File: config.mk
export PLATFORM = sky130hd
export DESIGN_NAME = mouse_packet_cursor_tracker
export DESIGN_NICKNAME = d
export VERILOG_FILES = /design/src/rtl/core/mpct_pkg.sv /design/src/rtl/core/mouse_packet_cursor_tracker.sv /design/src/rtl/core/mpct_csr.sv /design/src/rtl/core/mpct_in_stage.sv /design/src/rtl/core/mpct_tracker.sv
export SDC_FILE = /design/constraint.sdc
export NUM_CORES = 1
export LEC_CHECK = 0
export ABC_AREA = 0
export BUFFER_PORTS_ARGS = -buffer_cell sky130_fd_sc_hd__buf_2
export CAP_MARGIN = 40
export CORE_MARGIN = 2
export CORE_UTILIZATION = 45
export DETAILED_ROUTE_END_ITERATION = 16
export GPL_ROUTABILITY_DRIVEN = 0
export PLACE_DENSITY = 0.68
export SLEW_MARGIN = 10
export SYNTH_ARGS = -nofsm -noshare
export SYNTH_HDL_FRONTEND = slang
export SYNTH_SLANG_ARGS = --single-unit
File: constraint.sdc
create_clock -name clock -period 9.1 [get_ports clock]
set_input_delay 0.455 -clock clock [delete_from_list [all_inputs] [get_ports clock]]
set_output_delay 0.455 -clock clock [all_outputs]
set_load 0.005 [all_outputs]
File: src/rtl/core/mpct_pkg.sv
// ----------------------------------------------------------------------------
// mpct_pkg
// Shared types, constants and helpers of the mouse packet cursor tracker.
// ----------------------------------------------------------------------------
package mpct_pkg;

   // Cursor coordinate width; the screen may be at most 2**COORD_BITS wide.
   localparam int COORD_BITS = 12;
   localparam int SIZE_BITS  = COORD_BITS + 1;
   localparam int SUM_BITS   = COORD_BITS + 2;

   localparam int CSR_DATA_BITS = 13;
   localparam int CSR_ADDR_BITS = 1;

   // Register indexes.
   localparam logic [CSR_ADDR_BITS-1:0] CSR_SCREEN_WIDTH  = 1'd0;
   localparam logic [CSR_ADDR_BITS-1:0] CSR_SCREEN_HEIGHT = 1'd1;

   localparam logic [CSR_DATA_BITS-1:0] SCREEN_WIDTH_RESET  = 13'd1024;
   localparam logic [CSR_DATA_BITS-1:0] SCREEN_HEIGHT_RESET = 13'd768;

   // Item kinds.
   localparam logic KIND_BYTE     = 1'b0;
   localparam logic KIND_RECENTER = 1'b1;

   // Result status codes.
   localparam logic [2:0] STATUS_PARTIAL  = 3'd0;
   localparam logic [2:0] STATUS_APPLIED  = 3'd1;
   localparam logic [2:0] STATUS_OVERFLOW = 3'd2;
   localparam logic [2:0] STATUS_NO_SYNC  = 3'd3;
   localparam logic [2:0] STATUS_RECENTER = 3'd4;

   // Byte phases within a packet.
   localparam logic [1:0] PHASE_FLAGS = 2'd0;
   localparam logic [1:0] PHASE_X     = 2'd1;
   localparam logic [1:0] PHASE_Y     = 2'd2;

   // Bit positions in the first byte of a packet.
   localparam int SYNC_BIT  = 3;
   localparam int XSIGN_BIT = 4;
   localparam int YSIGN_BIT = 5;
   localparam int XOVF_BIT  = 6;
   localparam int YOVF_BIT  = 7;

   typedef struct packed {
      logic       kind;
      logic [7:0] rx_byte;
   } req_type;

   typedef struct packed {
      logic [COORD_BITS-1:0] cursor_x;
      logic [COORD_BITS-1:0] cursor_y;
      logic [2:0]            buttons;
      logic [2:0]            status;
   } rsp_type;

   // Screen limits derived from the size registers.
   typedef struct packed {
      logic [COORD_BITS-1:0] top_x;
      logic [COORD_BITS-1:0] top_y;
      logic [COORD_BITS-1:0] mid_x;
      logic [COORD_BITS-1:0] mid_y;
   } screen_type;

   // A size of zero counts as one; a size beyond the coordinate range is capped.
   function automatic logic [SIZE_BITS-1:0] eff_size(input logic [CSR_DATA_BITS-1:0] v);
      logic [31:0] wide;
      logic [31:0] lim;
      wide = 32'(v);
      lim  = 32'd1 << COORD_BITS;
      if (wide == 32'd0) begin
         return SIZE_BITS'(1);
      end else if (wide > lim) begin
         return SIZE_BITS'(lim);
      end
      return SIZE_BITS'(wide);
   endfunction

   function automatic logic [COORD_BITS-1:0] size_top(input logic [CSR_DATA_BITS-1:0] v);
      logic [SIZE_BITS-1:0] e;
      e = eff_size(v) - SIZE_BITS'(1);
      return e[COORD_BITS-1:0];
   endfunction

   function automatic logic [COORD_BITS-1:0] size_mid(input logic [CSR_DATA_BITS-1:0] v);
      logic [SIZE_BITS-1:0] e;
      e = eff_size(v) >> 1;
      return e[COORD_BITS-1:0];
   endfunction

endpackage

File: src/rtl/core/mouse_packet_cursor_tracker.sv
// ----------------------------------------------------------------------------
// mouse_packet_cursor_tracker
// Assembles three-byte mouse packets and tracks a clamped cursor position.
// ----------------------------------------------------------------------------
//   port group | direction | handshake          | payload
//   req_       | in        | req_valid/req_stall | kind, rx_byte
//   rsp_       | out       | rsp_valid/rsp_stall | cursor_x, cursor_y, buttons, status
//   csr_       | in        | csr_we              | csr_addr, csr_wdata
//
// One item per cycle while no result is stalled; each item gives exactly one
// result, passing the input register, then the result register holding the update.
// Reset is synchronous: packet phase cleared, cursor centered on a 1024 x 768
// screen, no results pending. A stalled result holds the pipeline, and at most
// one further item is taken into the input register while it waits.
// ----------------------------------------------------------------------------
module mouse_packet_cursor_tracker (
   input  logic                               clock,
   input  logic                               reset,
   input  logic                               req_valid,
   output logic                               req_stall,
   input  mpct_pkg::req_type                  req_data,
   output logic                               rsp_valid,
   input  logic                               rsp_stall,
   output mpct_pkg::rsp_type                  rsp_data,
   input  logic                               csr_we,
   input  logic [mpct_pkg::CSR_ADDR_BITS-1:0] csr_addr,
   input  logic [mpct_pkg::CSR_DATA_BITS-1:0] csr_wdata
);

   mpct_pkg::screen_type screen;
   mpct_pkg::req_type    item;
   logic                 item_valid;
   logic                 advance;

   mpct_csr u_csr (
      .clock     (clock),
      .reset     (reset),
      .csr_we    (csr_we),
      .csr_addr  (csr_addr),
      .csr_wdata (csr_wdata),
      .screen    (screen)
   );

   mpct_in_stage u_in_stage (
      .clock      (clock),
      .reset      (reset),
      .req_valid  (req_valid),
      .req_stall  (req_stall),
      .req_data   (req_data),
      .advance    (advance),
      .item_valid (item_valid),
      .item       (item)
   );

   mpct_tracker u_tracker (
      .clock      (clock),
      .reset      (reset),
      .item_valid (item_valid),
      .item       (item),
      .advance    (advance),
      .screen     (screen),
      .rsp_valid  (rsp_valid),
      .rsp_stall  (rsp_stall),
      .rsp_data   (rsp_data)
   );

endmodule

File: src/rtl/core/mpct_csr.sv
// ----------------------------------------------------------------------------
// mpct_csr
// Screen size registers, kept as the clamp limit and the center point.
// ----------------------------------------------------------------------------
module mpct_csr (
   input  logic                                 clock,
   input  logic                                 reset,
   input  logic                                 csr_we,
   input  logic [mpct_pkg::CSR_ADDR_BITS-1:0]   csr_addr,
   input  logic [mpct_pkg::CSR_DATA_BITS-1:0]   csr_wdata,
   output mpct_pkg::screen_type                 screen
);

   mpct_pkg::screen_type screen_ff;
   mpct_pkg::screen_type screen_in;

   always_comb begin
      screen_in = screen_ff;
      if (csr_we) begin
         unique case (csr_addr)
            mpct_pkg::CSR_SCREEN_WIDTH: begin
               screen_in.top_x = mpct_pkg::size_top(csr_wdata);
               screen_in.mid_x = mpct_pkg::size_mid(csr_wdata);
            end
            mpct_pkg::CSR_SCREEN_HEIGHT: begin
               screen_in.top_y = mpct_pkg::size_top(csr_wdata);
               screen_in.mid_y = mpct_pkg::size_mid(csr_wdata);
            end
            default: begin
               screen_in = screen_ff;
            end
         endcase
      end
   end

   always_ff @(posedge clock) begin
      if (reset) begin
         screen_ff.top_x <= mpct_pkg::size_top(mpct_pkg::SCREEN_WIDTH_RESET);
         screen_ff.mid_x <= mpct_pkg::size_mid(mpct_pkg::SCREEN_WIDTH_RESET);
         screen_ff.top_y <= mpct_pkg::size_top(mpct_pkg::SCREEN_HEIGHT_RESET);
         screen_ff.mid_y <= mpct_pkg::size_mid(mpct_pkg::SCREEN_HEIGHT_RESET);
      end else begin
         screen_ff <= screen_in;
      end
   end

   assign screen = screen_ff;

endmodule

File: src/rtl/core/mpct_in_stage.sv
// ----------------------------------------------------------------------------
// mpct_in_stage
// Input register for incoming items.
// ----------------------------------------------------------------------------
module mpct_in_stage (
   input  logic              clock,
   input  logic              reset,
   input  logic              req_valid,
   output logic              req_stall,
   input  mpct_pkg::req_type req_data,
   input  logic              advance,
   output logic              item_valid,
   output mpct_pkg::req_type item
);

   logic              valid_ff;
   logic              valid_in;
   mpct_pkg::req_type item_ff;
   logic              accept;

   // The held item leaves whenever the tracker can take it, so a new one may
   // enter in the same cycle.
   assign req_stall = valid_ff && !advance;
   assign accept    = req_valid && !req_stall;

   always_comb begin
      if (accept) begin
         valid_in = 1'b1;
      end else if (advance) begin
         valid_in = 1'b0;
      end else begin
         valid_in = valid_ff;
      end
   end

   always_ff @(posedge clock) begin
      if (reset) begin
         valid_ff <= 1'b0;
      end else begin
         valid_ff <= valid_in;
      end
   end

   always_ff @(posedge clock) begin
      if (accept) begin
         item_ff <= req_data;
      end
   end

   assign item_valid = valid_ff;
   assign item       = item_ff;

endmodule

File: src/rtl/core/mpct_tracker.sv
// ----------------------------------------------------------------------------
// mpct_tracker
// Packet assembly, cursor update and the result register.
// ----------------------------------------------------------------------------
module mpct_tracker (
   input  logic                 clock,
   input  logic                 reset,
   input  logic                 item_valid,
   input  mpct_pkg::req_type    item,
   output logic                 advance,
   input  mpct_pkg::screen_type screen,
   output logic                 rsp_valid,
   input  logic                 rsp_stall,
   output mpct_pkg::rsp_type    rsp_data
);

   localparam int CB = mpct_pkg::COORD_BITS;
   localparam int SW = mpct_pkg::SUM_BITS;

   logic [1:0]    phase_ff, phase_in;
   logic [7:0]    flag_ff, flag_in;
   logic [7:0]    xmove_ff, xmove_in;
   logic [CB-1:0] pos_x_ff, pos_x_in;
   logic [CB-1:0] pos_y_ff, pos_y_in;
   logic [2:0]    btn_ff, btn_in;
   logic          rsp_valid_ff, rsp_valid_in;
   mpct_pkg::rsp_type rsp_ff, rsp_in;
   logic [2:0]    status;
   logic          fire;

   logic signed [8:0]    dx;
   logic signed [8:0]    dy;
   logic signed [SW-1:0] sum_x;
   logic signed [SW-1:0] sum_y;
   logic [CB-1:0]        clamp_x;
   logic [CB-1:0]        clamp_y;

   assign advance = !rsp_valid_ff || !rsp_stall;
   assign fire    = item_valid && advance;

   // Nine-bit signed moves: low byte from the packet, sign from the flags.
   assign dx    = {flag_ff[mpct_pkg::XSIGN_BIT], xmove_ff};
   assign dy    = {flag_ff[mpct_pkg::YSIGN_BIT], item.rx_byte};
   assign sum_x = $signed({2'b00, pos_x_ff}) + SW'(dx);
   assign sum_y = $signed({2'b00, pos_y_ff}) - SW'(dy);

   always_comb begin
      if (sum_x < 0) begin
         clamp_x = '0;
      end else if (sum_x > $signed({2'b00, screen.top_x})) begin
         clamp_x = screen.top_x;
      end else begin
         clamp_x = sum_x[CB-1:0];
      end
      if (sum_y < 0) begin
         clamp_y = '0;
      end else if (sum_y > $signed({2'b00, screen.top_y})) begin
         clamp_y = screen.top_y;
      end else begin
         clamp_y = sum_y[CB-1:0];
      end
   end

   always_comb begin
      phase_in = phase_ff;
      flag_in  = flag_ff;
      xmove_in = xmove_ff;
      pos_x_in = pos_x_ff;
      pos_y_in = pos_y_ff;
      btn_in   = btn_ff;
      status   = mpct_pkg::STATUS_PARTIAL;
      if (item.kind == mpct_pkg::KIND_RECENTER) begin
         // A packet in progress is left as it is.
         pos_x_in = screen.mid_x;
         pos_y_in = screen.mid_y;
         status   = mpct_pkg::STATUS_RECENTER;
      end else begin
         unique case (phase_ff)
            mpct_pkg::PHASE_X: begin
               xmove_in = item.rx_byte;
               phase_in = mpct_pkg::PHASE_Y;
            end
            mpct_pkg::PHASE_Y: begin
               phase_in = mpct_pkg::PHASE_FLAGS;
               if (flag_ff[mpct_pkg::XOVF_BIT] || flag_ff[mpct_pkg::YOVF_BIT]) begin
                  status = mpct_pkg::STATUS_OVERFLOW;
               end else begin
                  pos_x_in = clamp_x;
                  pos_y_in = clamp_y;
                  btn_in   = flag_ff[2:0];
                  status   = mpct_pkg::STATUS_APPLIED;
               end
            end
            default: begin
               // Flag byte; the unused phase is treated the same way.
               if (!item.rx_byte[mpct_pkg::SYNC_BIT]) begin
                  phase_in = mpct_pkg::PHASE_FLAGS;
                  status   = mpct_pkg::STATUS_NO_SYNC;
               end else begin
                  flag_in  = item.rx_byte;
                  phase_in = mpct_pkg::PHASE_X;
               end
            end
         endcase
      end
   end

   always_comb begin
      rsp_in.cursor_x = pos_x_in;
      rsp_in.cursor_y = pos_y_in;
      rsp_in.buttons  = btn_in;
      rsp_in.status   = status;
      if (fire) begin
         rsp_valid_in = 1'b1;
      end else if (!rsp_stall) begin
         rsp_valid_in = 1'b0;
      end else begin
         rsp_valid_in = rsp_valid_ff;
      end
   end

   always_ff @(posedge clock) begin
      if (reset) begin
         phase_ff     <= mpct_pkg::PHASE_FLAGS;
         flag_ff      <= '0;
         xmove_ff     <= '0;
         pos_x_ff     <= mpct_pkg::size_mid(mpct_pkg::SCREEN_WIDTH_RESET);
         pos_y_ff     <= mpct_pkg::size_mid(mpct_pkg::SCREEN_HEIGHT_RESET);
         btn_ff       <= '0;
         rsp_valid_ff <= 1'b0;
      end else begin
         rsp_valid_ff <= rsp_valid_in;
         if (fire) begin
            phase_ff <= phase_in;
            flag_ff  <= flag_in;
            xmove_ff <= xmove_in;
            pos_x_ff <= pos_x_in;
            pos_y_ff <= pos_y_in;
            btn_ff   <= btn_in;
         end
      end
   end

   always_ff @(posedge clock) begin
      if (fire) begin
         rsp_ff <= rsp_in;
      end
   end

   assign rsp_valid = rsp_valid_ff;
   assign rsp_data  = rsp_ff;

endmodule
==> impl_metrics.json, run 1 <==
{
  "grt_pass1_wl_mm": 33.7,
  "cts_setup_buffers": 0,
  "htree_levels": 4,
  "synthFlopType": "dfxtp_1",
  "rows": 48,
  "drtIter0Drc": 610,
  "hold_viol_final": 0,
  "fmax_ghz": 0.205,
  "worstPathMaxFanout": 9,
  "firstDrtPassIters": 8,
  "worstSetupPathType": "flip-flop to flip-flop",
  "slowest_delay_ps": 460,
  "ys_seq_area_share_pct": 39.0,
  "postLayoutCellArea_um2": 8980,
  "die_x_um": 136,
  "grt_max_degree": 71,
  "synth_edf_count": 39,
  "setup_viol": 0,
  "io_pins": 60,
  "cts_sinks": 133,
  "cts_resized": 0,
  "end_kind": "flip-flop",
  "cts_inserted_buffers": 17,
  "cp_cell_sequence": "ha_1 -> inv_1 -> fa_1 -> nand2b_1 -> a21oi_2 -> nor2_1 -> o21ai_0 -> a21o_1 -> a21oi_1 -> xnor2_1 -> ha_1 -> o21ai_0 -> a21oi_1 -> a2111o_1 -> nand2_1 -> o21a_1 -> mux2i_1 -> a221oi_1 -> nor2_1",
  "timing.final.crit_share_pct": 53.6,
  "vdd_ir_drop_max_mv": 0.138,
  "hpwl_mm": 15.1,
  "clk_path_buf_depth": 2,
  "drt-vias-per-instance": 5.69,
  "yosysWarnings": 0,
  "relSlewSlack_pct": 40.8,
  "cts_hold_buf": 0,
  "drcViolationCount": 0,
  "status": "finished clean",
  "finalSetupTns_ps": 0,
  "period_minus_slack_ps": 4880,
  "cts_tree": "yes",
  "rsz0062_at_grt": "false",
  "place_area_um2": 8360,
  "fill_cells": 1669,
  "start_util_pct": 45.6,
  "finalWirelength_mm": 21.2,
  "detail-route-antenna-nets": 0,
  "core_um2": 17200,
  "grt_overflow": 0,
  "skew_ps": 9.02,
  "synth_cell_types": 71,
  "path_clk_slew_ps": 60,
  "finalMaxSlewViolations": 0,
  "cap_violations": 0,
  "ys_async_sr_fraction_pct": 0,
  "clock_latency_ps": 430,
  "slowest_stage": "a2111o_1",
  "antenna_found_initial": 0,
  "area_growth_pct": 14.7,
  "start_kind": "flip-flop",
  "worstMarginPinSlew_ps": 882,
  "syn_inst": 922,
  "die_y_um": 136,
  "die-area_um2": 18500,
  "clockRootBuffer": "clkbuf_16",
  "cp.required_ps": 9250,
  "nNetsFinal": 1050,
  "portBuffers": 59,
  "postSynthNetCount": 1006,
  "postSynthAreaPerCell_um2": 8.49,
  "vias": 6846,
  "power_uw": 1630,
  "num_antenna_cells": 0,
  "powerDensity_nw_per_um2": 182,
  "grt_usage_pct": 23.8,
  "ys_ff_latch": 133,
  "hold_path.class": "primary input to flip-flop",
  "layout-drive-gt1-share_pct": 13.0,
  "first_global_vias": 6186,
  "syn-cell-area_um2": 7830,
  "arrival_ps": 5030,
  "post_drt_wl_per_cell_um": 17.6,
  "leakagePower_uw": 0.00372
}
==> area by class of cell <==
type	count	area [µm²]	area share (%)
clock buffers	19	433	4.82
clock inverters	13	180	2.01
inverters	52	195	2.17
multi-input cells	691	4390	48.9
flip-flops and latches	133	3050	34.0
well taps	225	282	3.14
repair buffers	71	449	5.00
==> power breakdown <==
| group | switching, µW | internal [µW] | leakage, µW |
|---|---|---|---|
| Clock | 265 | 457 | 0.000295 |
| Sequential | 21.6 | 638 | 0.00114 |
| Combinational | 150 | 102 | 0.00229 |
==> sequential cells by signal, summed over array words and instances, names as in the netlist <==
name                   count
u_csr.screen              48
u_in_stage.item            9
u_in_stage.item_valid      1
u_tracker.btn_ff           3
u_tracker.flag_ff          7
u_tracker.phase_ff         2
u_tracker.pos_x_ff        12
u_tracker.pos_y_ff        12
u_tracker.rsp_data        30
u_tracker.rsp_valid        1
u_tracker.xmove_ff         8
==> per-layer routing <==
layer | wire, µm | share of wire [%] | GRT usage (%)
met1 | 10400 | 49 | 34.8
met2 | 9280 | 44 | 34.9
met3 | 1080 | 5.1 | 4.92
met4 | 509 | 2.4 | 7.99
met5 | 0 | 0 | 0
==> placed cells by master, fill, tap and decap left out, types with 26 or more instances in the layout <==
cell type and count:
nor2b_1 32, ha_1 54, buf_2 59, nor2_1 65
o21ai_0 38, inv_1 51, nand3_1 26, dfxtp_1 94
edfxtp_1 39, a21oi_1 104, nand2_1 145
==> worst max-delay path: cells and delay by family, from the launching register on <==
kind                     cells  cell delay [ps]
AO/OA/AOI/OAI                9             2320
XOR/XNOR                     1              250
adder cells (fa/ha/maj)      3              900
buffers and inverters        1               60
flip-flops                   1              350
multiplexers                 1              180
AND/OR/NAND/NOR              4              550
==> per-stage QoR <==
stage	hold WS, ps	util (%)	std cells	setup WS [ps]
2_1_floorplan	433	-	922	5090
3_3_place_gp	442	48.1	1166	4390
5_1_grt	195	52.3	1204	3990
3_5_place_dp	447	48.7	1172	4410
6_report	208	52.3	1204	4220
4_1_cts	201	52.3	1204	4370
==> cell usage after synthesis, types with 3 or more instances <==
cell type / instances / area [µm²]
a211o_1: 7 / 61.3
a211oi_1: 12 / 90.1
a21boi_0: 3 / 22.5
a21o_1: 8 / 60.1
a21oi_1: 104 / 521
a21oi_2: 3 / 26.3
a222oi_1: 5 / 50.1
a22o_1: 6 / 52.6
a22oi_1: 4 / 30.0
a311oi_1: 9 / 78.8
and2_1: 5 / 31.3
and3_1: 4 / 25.0
clkbuf_1: 40 / 150
dfxtp_1: 94 / 1880
edfxtp_1: 39 / 1170
ha_1: 54 / 676
inv_1: 51 / 191
mux2_1: 4 / 45.0
mux2_2: 6 / 67.6
mux2i_1: 12 / 120
nand2_1: 145 / 544
nand2b_1: 9 / 56.3
nand3_1: 26 / 130
nand4_1: 3 / 18.8
nor2_1: 66 / 248
nor2b_1: 32 / 200
nor3_1: 11 / 55.1
nor4_1: 4 / 25.0
o211ai_1: 22 / 165
o21a_1: 10 / 75.1
o21ai_0: 38 / 190
o21ai_1: 8 / 40.0
o22ai_1: 4 / 25.0
o31ai_1: 4 / 30.0
xnor2_1: 14 / 123
xor2_1: 9 / 78.8
==> worst paths after layout <==
kind                                      start                                to  slack [ps]  cells past startpoint
min                                 req_data[2]      u_in_stage.item[2]$_DFFE_PP_         210                      1
max reg2reg  u_tracker.xmove_ff[0]$_SDFFE_PP0P_  u_tracker.rsp_data[19]$_DFFE_PP_        4220                     19
max          u_tracker.xmove_ff[0]$_SDFFE_PP0P_  u_tracker.rsp_data[19]$_DFFE_PP_        4220                     19
min reg2reg    u_tracker.btn_ff[0]$_SDFFE_PP0P_  u_tracker.btn_ff[0]$_SDFFE_PP0P_         450                      2
==> cell families (layout without fill, tap and decap cells) <==
kind of cell,after synthesis,in the layout,share of synthesized area [%]
AND/OR/NAND/NOR,320,320,18.5
AO/OA/AOI/OAI,268,268,22.4
flip-flops,133,133,39.0
buffers and inverters,98,155,4.97
adder cells (fa/ha/maj),56,56,9.15
XOR/XNOR,24,24,2.78
multiplexers,23,23,3.17
Note: power is estimated with default switching activity, not from simulation.
==> run 2: changes to the inputs <==
Clock period 9.1 ns to 4.8 ns, I/O delays scaled along.
==> run 2 against run 1 <==
Compared with the run above:
- clock power is 98% higher
- sequential cell count stayed put
- sequential power is 89% higher
- hold slack worse by 190 ps
- combinational power is 90% higher
- first-iteration DRC count is 21% lower
- count of clock-buffer cells in the layout is 2 higher
- critical path depth is 1 higher
- largest power group unchanged
- highest routed layer unchanged
- critical path type unchanged
- critical endpoint unchanged
- utilization is 0.71 points higher
- global-route usage is 0.17 points higher
==> impl_metrics.json, run 2 (same netlist as run 1, synthesis figures left out) <==
{
  "status": "finished clean",
  "final_core_util_pct": 53.0,
  "io_pins": 60,
  "vias": 6931,
  "largest_reg_flops": 48,
  "instances_no_fill": 1215,
  "detail-route-antenna-nets": 0,
  "die_y_um": 136,
  "clockRootBuffer": "clkbuf_16",
  "finalWirelength_mm": 21.6,
  "rsz0062_at_grt": "false",
  "worstMarginPinSlew_ps": 825,
  "start_kind": "flip-flop",
  "final_common_cell": "nand2_1",
  "first_global_vias": 6311,
  "period_minus_slack_ps": 4520,
  "cts_tree": "yes",
  "skew_ps": 7.47,
  "hold_viol_final": 0,
  "die-area_um2": 18500,
  "cp_num_cells": 20,
  "hpwl_mm": 15.4,
  "portBuffers": 59,
  "cts_sinks": 133,
  "cts_inserted_buffers": 17,
  "postLayoutCellArea_um2": 9100,
  "nNetsFinal": 1061,
  "vdd_ir_drop_max_mv": 0.246,
  "critPathBufInv": 2,
  "htree_levels": 4,
  "finalMaxSlewViolations": 0,
  "antenna_found_initial": 0,
  "worstPathMaxFanout": 9,
  "fill_cells": 1652,
  "finalSetupTns_ps": 0,
  "end_kind": "flip-flop",
  "leakagePower_uw": 0.00379,
  "area_growth_pct": 16.3,
  "arrival_ps": 4680,
  "post_drt_wl_per_cell_um": 17.8,
  "die_x_um": 136,
  "clk_path_buf_depth": 2,
  "drcViolationCount": 0,
  "hold_path.class": "primary input to flip-flop",
  "layout_common_cells": "145 x nand2_1, 104 x a21oi_1, 94 x dfxtp_1, 65 x nor2_1, 59 x buf_2",
  "cts_setup_buffers": 0,
  "whs_path_depth": 1,
  "slowest_delay_ps": 520,
  "place_area_um2": 8380,
  "layout-drive-gt1-share_pct": 13.2,
  "rows": 48,
  "grt_usage_pct": 24.0,
  "num_antenna_cells": 0,
  "cp_cell_sequence": "ha_1 -> inv_1 -> fa_1 -> nand2b_1 -> a21oi_2 -> nor2_1 -> o21ai_0 -> a21o_1 -> a21oi_1 -> xnor2_1 -> ha_1 -> nand2_1 -> or4_1 -> o21a_1 -> nand2_1 -> o21a_1 -> buf_4 -> mux2i_1 -> a221oi_1 -> nor2_1",
  "core_um2": 17200,
  "r2r_cells": 20,
  "grt_max_degree": 70,
  "firstDrtPassIters": 7,
  "grt_overflow": 0,
  "path_clk_slew_ps": 60,
  "powerDensity_nw_per_um2": 348,
  "cap_violations": 0,
  "fmax_ghz": 0.221,
  "drtIter0Drc": 481,
  "worstSetupPathType": "flip-flop to flip-flop",
  "r2r_slack_ps": 280,
  "cpLargestDelayFamily": "compound AO/OA/AOI/OAI gates",
  "timing.final.crit_share_pct": 94.3,
  "relSlewSlack_pct": 45.0,
  "slowest_stage": "or4_1",
  "start_util_pct": 45.6,
  "regArea_um2": 3050,
  "multi_input_area_um2": 4390,
  "grt_pass1_wl_mm": 33.8,
  "drt-vias-per-instance": 5.70,
  "dp_cells": 1175,
  "clock_latency_ps": 430,
  "cp.required_ps": 4960,
  "setup_viol": 0
}
==> run 2: cell count changes in the layout (fill, tap and decap cells not counted), sizes merged <==
cell | previous run | this run
clkinvlp | 2 | 0
inv | 54 | 55
dlygate4sd3 | 0 | 8
buf | 71 | 74
clkbuf | 19 | 21
clkinv | 5 | 4
==> run 2: layer usage <==
metal	GRT usage, %	wire length, µm	vias up
met5	0	0	-
li1	-	-	3399
met3	4.66	1290	34
met4	7.99	539	0
met1	34.0	10200	3250
met2	36.7	9530	248
==> run 2: final timing paths <==
| kind | startpoint | to |
|---|---|---|
| setup / recovery | u_tracker.pos_x_ff[0]$_SDFFE_PP0P_ | u_tracker.rsp_data[19]$_DFFE_PP_ |
| hold / removal | req_data[0] | u_in_stage.item[0]$_DFFE_PP_ |
| setup reg to reg | u_tracker.pos_x_ff[0]$_SDFFE_PP0P_ | u_tracker.rsp_data[19]$_DFFE_PP_ |
| hold reg to reg | u_tracker.btn_ff[0]$_SDFFE_PP0P_ | u_tracker.btn_ff[0]$_SDFFE_PP0P_ |
==> run 2: final cells by class <==
type                       count  area share [%]
inverter                      52            2.15
sequential                   133            33.6
tap                          225            3.09
clock inverter                11            1.86
timing repair buffer          82            5.97
multi-input combinational    691            48.2
clock buffer                  21            5.18
==> run 2: through the flow <==
step	setup slack, ps	hold slack (ps)	total power, µW
final	276	19.1	3170
after global routing	18.9	6.09	3290
after CTS	319	0.486	3180
after detailed placement	383	418	1740
after global placement	463	423	1730
after floorplan	793	339	1600
==> run 2: timing repair <==
action                    in CTS  in global routing
gates resized for setup        0                  0
hold endpoints to repair       8                  0
hold buffers                   8                  0
==> run 2: power breakdown <==
| group | switching (µW) | leakage (µW) | internal (µW) |
|---|---|---|---|
| sequential | 45.5 | 0.00114 | 1210 |
| combinational | 280 | 0.00233 | 199 |
| clock | 516 | 0.000317 | 916 |
==> run 3: changes to the inputs <==
Settings changed: CORE_MARGIN 2 to default, CTS_CLUSTER_SIZE from default to 14.
==> run 3 against run 2 <==
Compared with the run above:
- first-iteration DRC count rose by 66%
- hold slack gained 1.2 ps
- clock skew shrank 0.82 ps
- sequential power is essentially flat
- count of clock-buffer cells in the layout is 3 higher
- final cell count is 0.49% lower
- design area is 1.2% lower
- critical path type unchanged
- highest routed layer unchanged
==> impl_metrics.json, run 3 (same netlist as run 1, synthesis figures left out) <==
{
  "detail-route-antenna-nets": 0,
  "setup_viol": 0,
  "arrival_ps": 4620,
  "p_sw_share_pct": 26.8,
  "hold_path.class": "primary input to flip-flop",
  "num_antenna_cells": 0,
  "powerDensity_nw_per_um2": 334,
  "path_clk_slew_ps": 60,
  "drcViolationCount": 0,
  "portBuffers": 59,
  "skew_ps": 6.64,
  "clockRootBuffer": "clkbuf_16",
  "start_util_pct": 46.7,
  "switchingPower_uw": 806,
  "largest_reg_flops": 48,
  "hpwl_mm": 15.0,
  "clk_path_buf_depth": 2,
  "period_minus_slack_ps": 4470,
  "rsz0062_at_grt": "false",
  "drtIter0Drc": 799,
  "cts_tree": "yes",
  "relSlewSlack_pct": 41.7,
  "antenna_found_initial": 0,
  "cp.required_ps": 4950,
  "core_um2": 16800,
  "rows": 47,
  "drt-vias-per-instance": 5.70,
  "fmax_ghz": 0.224,
  "area_growth_pct": 14.9,
  "r2r_slack_ps": 330,
  "timing.rr.start": "u_tracker.pos_x_ff[0]$_SDFFE_PP0P_",
  "vdd_ir_drop_max_mv": 0.258,
  "final_common_cell": "nand2_1",
  "r2r_cells": 19,
  "finalMaxSlewViolations": 0,
  "vias": 6897,
  "finalWirelength_mm": 21.2,
  "final_core_util_pct": 53.6,
  "end_kind": "flip-flop",
  "grt_usage_pct": 24.7,
  "die-area_um2": 17900,
  "grt_pass1_wl_mm": 34.0,
  "worstPathMaxFanout": 4,
  "die_y_um": 134,
  "first_global_vias": 6450,
  "grt_overflow": 0,
  "pwr-share-clk_pct": 42.4,
  "die_x_um": 134,
  "r2r_end": "u_tracker.rsp_data[19]$_DFFE_PP_",
  "seq_power_share_pct": 41.8,
  "crit_start": "u_tracker.pos_x_ff[0]$_SDFFE_PP0P_",
  "cts_sinks": 133,
  "status": "finished clean",
  "critPathCapture": "u_tracker.rsp_data[19]$_DFFE_PP_",
  "finalSetupTns_ps": 0,
  "comb_power_share_pct": 15.8,
  "cts_inserted_buffers": 17,
  "p_int_uw": 2200,
  "start_kind": "flip-flop",
  "leakagePower_uw": 0.00374,
  "fill_cells": 1569,
  "timing.final.crit_share_pct": 93.2,
  "layout-drive-gt1-share_pct": 13.0,
  "clock_latency_ps": 420,
  "worstMarginPinSlew_ps": 869,
  "worstSetupPathType": "flip-flop to flip-flop",
  "htree_levels": 4,
  "firstDrtPassIters": 7,
  "layout_common_cells": "145 x nand2_1, 103 x a21oi_1, 94 x dfxtp_1, 65 x nor2_1, 59 x buf_2",
  "io_pins": 60,
  "cap_violations": 0,
  "grt_max_degree": 70,
  "nNetsFinal": 1060,
  "hold_viol_final": 0,
  "post_drt_wl_per_cell_um": 17.6
}
## run 3: critical path, stage by stage, from the launching register on
cell and delay (ps):
dfxtp_1 360, ha_1 200, inv_1 60, fa_1 380, nand2b_1 180, a21oi_2 160
nor2_1 90, o21ai_0 260, a21o_1 160, a21oi_1 70, xnor2_1 150, ha_1 300
nand2_1 70, or4_1 530, o21a_1 180, nand2_1 130, o21a_1 270, mux2i_1 150
a221oi_1 380, nor2_1 120
## run 3: how the worst min path moves through the flow
stage | from | to | cells after the start
floorplan | req_data[0] | u_in_stage.item[0]$_DFFE_PP_ | 0
global placement | req_data[2] | u_in_stage.item[2]$_DFFE_PP_ | 1
detailed placement | req_data[1] | u_in_stage.item[1]$_DFFE_PP_ | 1
CTS | req_data[0] | u_in_stage.item[0]$_DFFE_PP_ | 1
global route | req_data[0] | u_in_stage.item[0]$_DFFE_PP_ | 1
finish | req_data[8] | u_in_stage.item[8]$_DFFE_PP_ | 1
## run 3: area by class of cell
cell class | instances | area (µm²) | area share (%)
Timing Repair Buffer | 81 | 505 | 5.62
Clock buffer | 24 | 472 | 5.25
Tap cell | 220 | 275 | 3.06
Inverter | 52 | 195 | 2.17
Sequential cell | 133 | 3050 | 34.0
Multi-Input combinational cell | 691 | 4390 | 48.8
Clock inverter | 8 | 98.8 | 1.10
## run 3: through the flow
stage	area (µm²)	hold WS, ps	setup slack, ps	cells	total power (µW)
6_report	8990	20.4	329	1209	3000
3_3_place_gp	8290	423	399	1167	1730
3_5_place_dp	8340	419	302	1170	1740
4_1_cts	8980	7.11	287	1209	3010
2_1_floorplan	7830	339	793	922	1600
5_1_grt	8990	1.26	64.9	1209	3140
## run 3: what timing repair did
item / CTS / global route
setup buffers: 0 / 0
hold buffers: 7 / 0
resized for setup: 0 / 1
hold endpoints to repair: 7 / 0
endpoints found under the setup margin: 0 / 10
## run 3: per-layer routing
layer / vias up / global-route usage (%) / routed length (µm) / share of wire, %
met5: - / 0 / 0 / 0
met4: 0 / 7.45 / 339 / 1.6
met3: 25 / 5.25 / 1350 / 6.4
met2: 259 / 37.1 / 9220 / 43
met1: 3224 / 35.2 / 10300 / 49
li1: 3389 / - / - / -
## run 3: power by group through the flow
stage | Sequential [µW] | Clock, µW | Combinational (µW)
global placement | 1280 | 0 | 454
CTS | 1250 | 1290 | 472
finish | 1250 | 1270 | 476
floorplan | 1260 | 0 | 339
global route | 1260 | 1350 | 535
detailed placement | 1280 | 0 | 464
